**src/height_to_normal_map_core_assert.svh**
```systemverilog
// ----------------------------------------------------------------------------
// Assertion macros for the height-to-normal-map core
// Clocked on clk; the checked form is dropped when SYNTH is defined.
// ----------------------------------------------------------------------------
`ifndef HEIGHT_TO_NORMAL_MAP_CORE_ASSERT_SVH
`define HEIGHT_TO_NORMAL_MAP_CORE_ASSERT_SVH
`ifndef SYNTH
// check outside of reset
`define HNM_ASSERT(lbl, prop) \
  lbl: assert property (@(posedge clk) disable iff (rst) prop) \
    else $error("hnm assertion failed");
// check during and after reset
`define HNM_ASSERT_RST(lbl, prop) \
  lbl: assert property (@(posedge clk) prop) \
    else $error("hnm reset assertion failed");
`else
`define HNM_ASSERT(lbl, prop)
`define HNM_ASSERT_RST(lbl, prop)
`endif
`endif

```
**src/hnm_pkg.sv**
```systemverilog
// ----------------------------------------------------------------------------
// hnm_pkg
// Shared types and constants of the height-to-normal-map core.
// ----------------------------------------------------------------------------
`default_nettype none

package hnm_pkg;

  // configuration register indexes
  localparam logic [1:0] REG_SIDE_LENGTH = 2'd0;
  localparam logic [1:0] REG_X_GAIN      = 2'd1;
  localparam logic [1:0] REG_Y_GAIN      = 2'd2;
  localparam logic [1:0] REG_Z_TERM      = 2'd3;

  localparam logic [7:0] MID_CODE = 8'd127;

  typedef enum logic [3:0] {
    OP_NONE,
    OP_ACCEPT,
    OP_MUL,
    OP_SHIFT,
    OP_SQUARE,
    OP_RINIT,
    OP_ROOT,
    OP_DINIT,
    OP_DSTEP,
    OP_EMIT
  } hnm_op_t;

  typedef struct packed {
    hnm_op_t    op;
    logic [4:0] idx;
    logic [1:0] comp;
  } hnm_cmd_t;

  typedef struct packed {
    logic jobs_any;
    logic jobs_more;
    logic fits;
    logic out_free;
  } hnm_status_t;

endpackage

`default_nettype wire

```
**src/hnm_ctrl.sv**
```systemverilog
// ----------------------------------------------------------------------------
// hnm_ctrl
// Sequencer for one input sample and its pixels through the datapath.
// ----------------------------------------------------------------------------
`default_nettype none

module hnm_ctrl import hnm_pkg::*; (
  input  wire logic        clk,
  input  wire logic        rst,
  input  wire logic        height_valid,
  output logic             height_ready,
  input  wire hnm_status_t status,
  output hnm_cmd_t         cmd
);

  typedef enum logic [3:0] {
    S_IDLE,
    S_PICK,
    S_MUL,
    S_SHIFT,
    S_SQUARE,
    S_RINIT,
    S_ROOT,
    S_DINIT,
    S_DSTEP,
    S_EMIT
  } state_t;

  state_t     state;
  logic [4:0] cnt;
  logic [1:0] comp;

  always_ff @(posedge clk) begin
    if (rst) begin
      state <= S_IDLE;
      cnt   <= '0;
      comp  <= '0;
    end else begin
      unique case (state)
        S_IDLE: begin
          if (height_valid) begin
            state <= S_PICK;
          end
        end
        S_PICK:  state <= status.jobs_any ? S_MUL : S_IDLE;
        S_MUL:   state <= S_SHIFT;
        S_SHIFT: begin
          if (status.fits) begin
            state <= S_SQUARE;
            cnt   <= '0;
          end
        end
        S_SQUARE: begin
          if (cnt == 5'd2) begin
            state <= S_RINIT;
          end
          cnt <= cnt + 5'd1;
        end
        S_RINIT: begin
          state <= S_ROOT;
          cnt   <= '0;
        end
        S_ROOT: begin
          if (cnt == 5'd30) begin
            state <= S_DINIT;
            comp  <= '0;
          end
          cnt <= cnt + 5'd1;
        end
        S_DINIT: begin
          state <= S_DSTEP;
          cnt   <= 5'd7;
        end
        S_DSTEP: begin
          if (cnt == '0) begin
            if (comp == 2'd2) begin
              state <= S_EMIT;
            end else begin
              state <= S_DINIT;
              comp  <= comp + 2'd1;
            end
          end else begin
            cnt <= cnt - 5'd1;
          end
        end
        S_EMIT: begin
          // hold until the output register frees up
          if (status.out_free) begin
            state <= status.jobs_more ? S_MUL : S_IDLE;
          end
        end
        default: state <= S_IDLE;
      endcase
    end
  end

  assign height_ready = (state == S_IDLE);

  always_comb begin
    cmd.idx  = cnt;
    cmd.comp = comp;
    unique case (state)
      S_IDLE:   cmd.op = height_valid ? OP_ACCEPT : OP_NONE;
      S_MUL:    cmd.op = OP_MUL;
      S_SHIFT:  cmd.op = OP_SHIFT;
      S_SQUARE: cmd.op = OP_SQUARE;
      S_RINIT:  cmd.op = OP_RINIT;
      S_ROOT:   cmd.op = OP_ROOT;
      S_DINIT:  cmd.op = OP_DINIT;
      S_DSTEP:  cmd.op = OP_DSTEP;
      S_EMIT:   cmd.op = OP_EMIT;
      default:  cmd.op = OP_NONE;
    endcase
  end

endmodule

`default_nettype wire
```
**config.mk**
```make
export PLATFORM = sky130hd
export DESIGN_NAME = hnm_ctrl
export DESIGN_NICKNAME = d
export VERILOG_FILES = /design/src/height_to_normal_map_core_assert.svh /design/src/hnm_pkg.sv /design/src/hnm_ctrl.sv
export SDC_FILE = /design/constraint.sdc
export NUM_CORES = 1
export LEC_CHECK = 0
export BUFFER_PORTS_ARGS = -buffer_cell sky130_fd_sc_hd__buf_2
export CORE_MARGIN = 2
export CORE_UTILIZATION = 45
export DETAILED_ROUTE_END_ITERATION = 16
export GPL_ROUTABILITY_DRIVEN = 0
export HOLD_SLACK_MARGIN = 0.08
export PLACE_DENSITY_LB_ADDON = 0.3
export SLEW_MARGIN = 0
export SYNTH_ARGS = -nofsm -noshare
export SYNTH_HDL_FRONTEND = slang
export SYNTH_SLANG_ARGS = --single-unit
export TNS_END_PERCENT = 1
```
**constraint.sdc**
```tcl
create_clock -name clk -period 2.5 [get_ports clk]
set_input_delay 0 -clock clk [delete_from_list [all_inputs] [get_ports clk]]
set_output_delay 0 -clock clk [all_outputs]
set_load 0.05 [all_outputs]
```
# == Word-level counts from Yosys, hierarchy flattened ==
# Index checks and enable logic that the tools add are counted.
# word_totals
memories,0
latch_bits,0
inputBits,7
ff_bits,11
mem_bits_rw,0
output_inout_bits,12
elab_cells,53
mem_bits_ro,0
# classes
mul,0
eq_ne,20
div,0
shifts,0
mux,19
order_cmp,0
bitwise_logic,0
reduce_logical,8
n_addsub,3
# op_table
op,n
$pmux W4 S10,1
$pmux W4 S9,1
$mux W4,7
$pmux W5 S5,1
$eq A4 B3 Y1 const B,4
$ne A2 B2 Y1 const B,8
$mux W2,5
$mux W5,2
$eq A4 B2 Y1 const B,2
$eq A4 B4 Y1 const B,2
$reduce_and A6 Y1,1
$add A5 B1 Y5 const B,1
$eq A5 B2 Y1 const B,1
$eq A5 B5 Y1 const B,1
$logic_not A5 Y1,1
$reduce_bool A5 Y1,1
$sub A5 B1 Y5 const B,1
$eq A4 B1 Y1 const B,1
$logic_not A4 Y1,1
$pmux W2 S2,1
$reduce_and A4 Y1,1
$reduce_and A3 Y1,1
$add A2 B1 Y2 const B,1
$eq A2 B2 Y1 const B,1
3 further kinds,3

# == Logic depth before layout (Yosys ltp) ==
# logic_depth
depth_word,4
ltp_mapped,10
ltp_nobuf,8

# == Worst setup path before layout ==
# Ideal clock, no wire load.
# synth_path
kind,flip-flop to flip-flop
startpoint,reg state[2]
endpoint,reg cnt[4]
stages_incl_launch_ff,10
slack_ns,0.305
setup_ns,0.114
path_buffers,2
t_required_ns,2.386
t_arrival_ns,2.081
synth_period_minus_slack_ns,2.195
path_cell_list,dfxtp_1 -> buf_6 -> or4b_4 -> buf_6 -> xnor2_1 -> ha_1 -> nor2_1 -> and3_1 -> a311oi_1 -> a2111oi_0
# synth_via
elab_chain_len,4
elab_cells_between_ends,12
cone_classes,eq/ne: 8; mux: 1; reduce/logical: 3
# synth_lines
element,line_no,text
from (decl),hnm_ctrl.sv:29,state_t state;
from (signal assigned),hnm_ctrl.sv:45,S_PICK: state <= status.jobs_any ? S_MUL : S_IDLE;
from (signal assigned),hnm_ctrl.sv:89,state <= status.jobs_more ? S_MUL : S_IDLE;
$eq A4 B3 Y1,hnm_ctrl.sv:39,unique case (state)
$reduce_or A2 Y1 (no line),-,
$reduce_bool A5 Y1 (no line),-,
$reduce_and A3 Y1 (no line),-,
to (signal assigned),hnm_ctrl.sv:57,cnt <= cnt + 5'd1;
to (signal assigned),hnm_ctrl.sv:68,cnt <= cnt + 5'd1;
to (signal assigned),hnm_ctrl.sv:83,cnt <= cnt - 5'd1;
to (decl),hnm_ctrl.sv:30,logic [4:0] cnt;
# Several ways; a longest one is shown, not always the timed one.
# A chain may end at the register's enable or synchronous reset.

# == Final worst setup path ==
# layout_path
startpoint,reg state[1]
endpoint,reg cnt[2]
# The elaborated chain is that of the path after synthesis.

==> metrics <==
Syn Inst Count=134; FF+latch count, synth=11; routed length on met1=1166 µm; drt first-iter violations=21; routed vias=1071; Yosys warning count=0; Static Leak=0.4877 nW; Post-synth EDFFs=0; Max Cap Viol=0; nets=162; Hold Vio Cnt, Final=0; fin crit share=85.64%; largest net degree at the start of global routing=22; row cnt=17; Yosys top cell by area=dfxtp_1; Hold Path Class=primary input to flip-flop; fin worst setup slack=359.1 ps; met2 routed WL=1196 µm; CTS Buf Count=3; ys async rst share=0%; initial antenna violation count=0; core area=2148 µm²; drt wl/cell=14.04 µm; Post-Synth Simple-Gate Area=32.58%; CTS tree=built; max_slew headroom=46.41%; Detailed Routing Iterations Pass 1=4; unique cell type count in the Yosys netlist=45; post-synthesis xor/xnor area fraction=0.8739%; skew final=8.040 ps; Synth Area in Adders=2.497%; fin. max-slew vios=0; sequential area share after synthesis=21.97%; grt total ovfl=0; Crit. End Element=flip-flop; post-synth top area share=21.97%; worst slew pin tran=793.5 ps; vias per cell=5.950; Highest Signal Layer=met4; final wirelength=2527 µm; power per cell area=503.6 nW/µm²; Die Span Y=51.19 µm; first-pass GRT wire length=4402 µm; vias in the first global route=978; kind of critical path=flip-flop to flip-flop; pre-CTS setup slack=393.1 ps; most frequent cells in the layout=buf_2 (18), nor2_1 (15), dfxtp_1 (11); largest family of logic cells by synthesized area=simple AND/OR/NAND/NOR gates; Detail Route Antenna Nets=0; Fillers=210; synthesized area per cell=7.479 µm²; mux share of post-synthesis cell area=4.494%; Die X=51.19 µm; All-Layer GR Usage=22.17%; Main synth FF type=dfxtp_1; unrepaired setup endpoints after global routing=no; Crit path arrival time=2310 ps; clock latency on the worst-skew pair=270 ps; most common cell after layout, fill and taps aside=buf_2; CP max FO=4; DR DRC count=0; I/O Buffers=18; Final setup viols=0; top post-synthesis cells by area=dfxtp_1 (22%), nor2_1 (5.6%), a21oi_1 (4.5%), inv_1 (3.7%), nor3_1 (3.5%); Reg clk slew, reported paths=70 ps; clk sink count=11; diodes inserted=0; IO Pins=19; post-DP HPWL=1851 µm; Synthesized Nets=143; mapped cell area=1002 µm²; worst path required time=2670 ps; final setup TNS=0 ps; fmax=0.4671 GHz; H-Tree Depth=1; Syn-to-layout area delta=13.11%; Final Util=52.77%; Critical Path Source Type=flip-flop; Compound-Gate Fraction of Synth Area=26.34%; die area=2620 µm²; Initial Util=46.65%; met3 wire length=157 µm; Peak VDD IR=0.4438 mV; outcome=complete, no violations; min Tclk post-route=2141 ps; layout cell share with drive strength beyond 1=26.32%; PostCTS Resize Cnt=0; maximum clock insertion buffer count=2; CTS root buffer=clkbuf_4
sequential cells by signal, summed over array words and instances, names as in the netlist:
name and cells:
cnt 5, comp 2, state 4
synthesized netlist by cell type, types with 2 or more instances:
cell and n:
ha_1 2, dfxtp_1 11, buf_2 3, nand2b_1 3, nor2_1 15, mux2i_1 3, nand2_1 7, o21ai_0 6
buf_6 3, nand3b_1 2, inv_1 10, o41ai_1 2, nand3_1 5, buf_4 2, a21oi_1 9, nand4_1 4
o211ai_1 4, clkbuf_1 3, a31oi_1 3, nor4_1 3, nor3_1 7, and3_1 2, or3b_2 3
path summary, 6_finish.rpt:
check                  end  cells after the start  slack, ps      start
hold reg to reg    comp[1]                      2        490    comp[1]
setup reg to reg    cnt[2]                      8        360   state[1]
hold / removal    state[1]                      5        220  status[3]
setup / recovery    cnt[2]                      8        360   state[1]
critical path: stages, from the launching register on:
cell     delay (ps)
dfxtp_1         310
or4b_4          540
xnor2_1         150
ha_1            240
nor2_1           90
mux2_4          300
nand2_1          60
a21oi_1          60
nor4_1          300
layout make-up:
class | instances | area, µm² | share of cell area [%]
multi-input combinational | 102 | 669.4 | 59.05
timing repair buffer | 25 | 145.1 | 12.80
tap | 28 | 35.03 | 3.091
sequential | 11 | 220.2 | 19.43
clock buffer | 4 | 26.28 | 2.318
inverter | 10 | 37.54 | 3.311
where the power goes:
group | switching, mW | leakage (nW) | internal [mW]
clock | 0.0560 | 0.0150 | 0.0617
sequential | 0.0120 | 0.0891 | 0.187
combinational | 0.176 | 0.384 | 0.0784
total | 0.244 | 0.488 | 0.327
through the flow:
step                cell area [µm²]  total power, mW  hold WS, ps  std cells
finish                         1134           0.5709        221.9        180
global route                   1134           0.6093        308.5        180
CTS                            1134           0.5726        218.6        180
detailed placement             1097           0.4534        359.4        175
global placement               1097           0.4490        358.6        175
floorplan                      1002           0.4011        202.7        134
logic make-up (layout without fill, tap and decap cells):
| logic type | after synthesis | in the layout |
|---|---|---|
| mux | 4 | 4 |
| fa+ha+maj | 2 | 2 |
| compound gates | 37 | 37 |
| xor+xnor | 1 | 1 |
| flops | 11 | 11 |
| simple gates | 58 | 58 |
| buf+inv | 21 | 39 |
layer usage:
layer / vias to the layer above / GRT usage (%)
met5: - / 0
met4: 0 / 6.306
met3: 2 / 6.433
met2: 38 / 35.28
met1: 494 / 28.93
li1: 537 / -
what timing repair did:
action,in CTS,in global routing
setup buffers,0,0
endpoints found under the hold margin,2,0
hold buffers,1,0
Note: power is estimated with default switching activity, not from simulation.
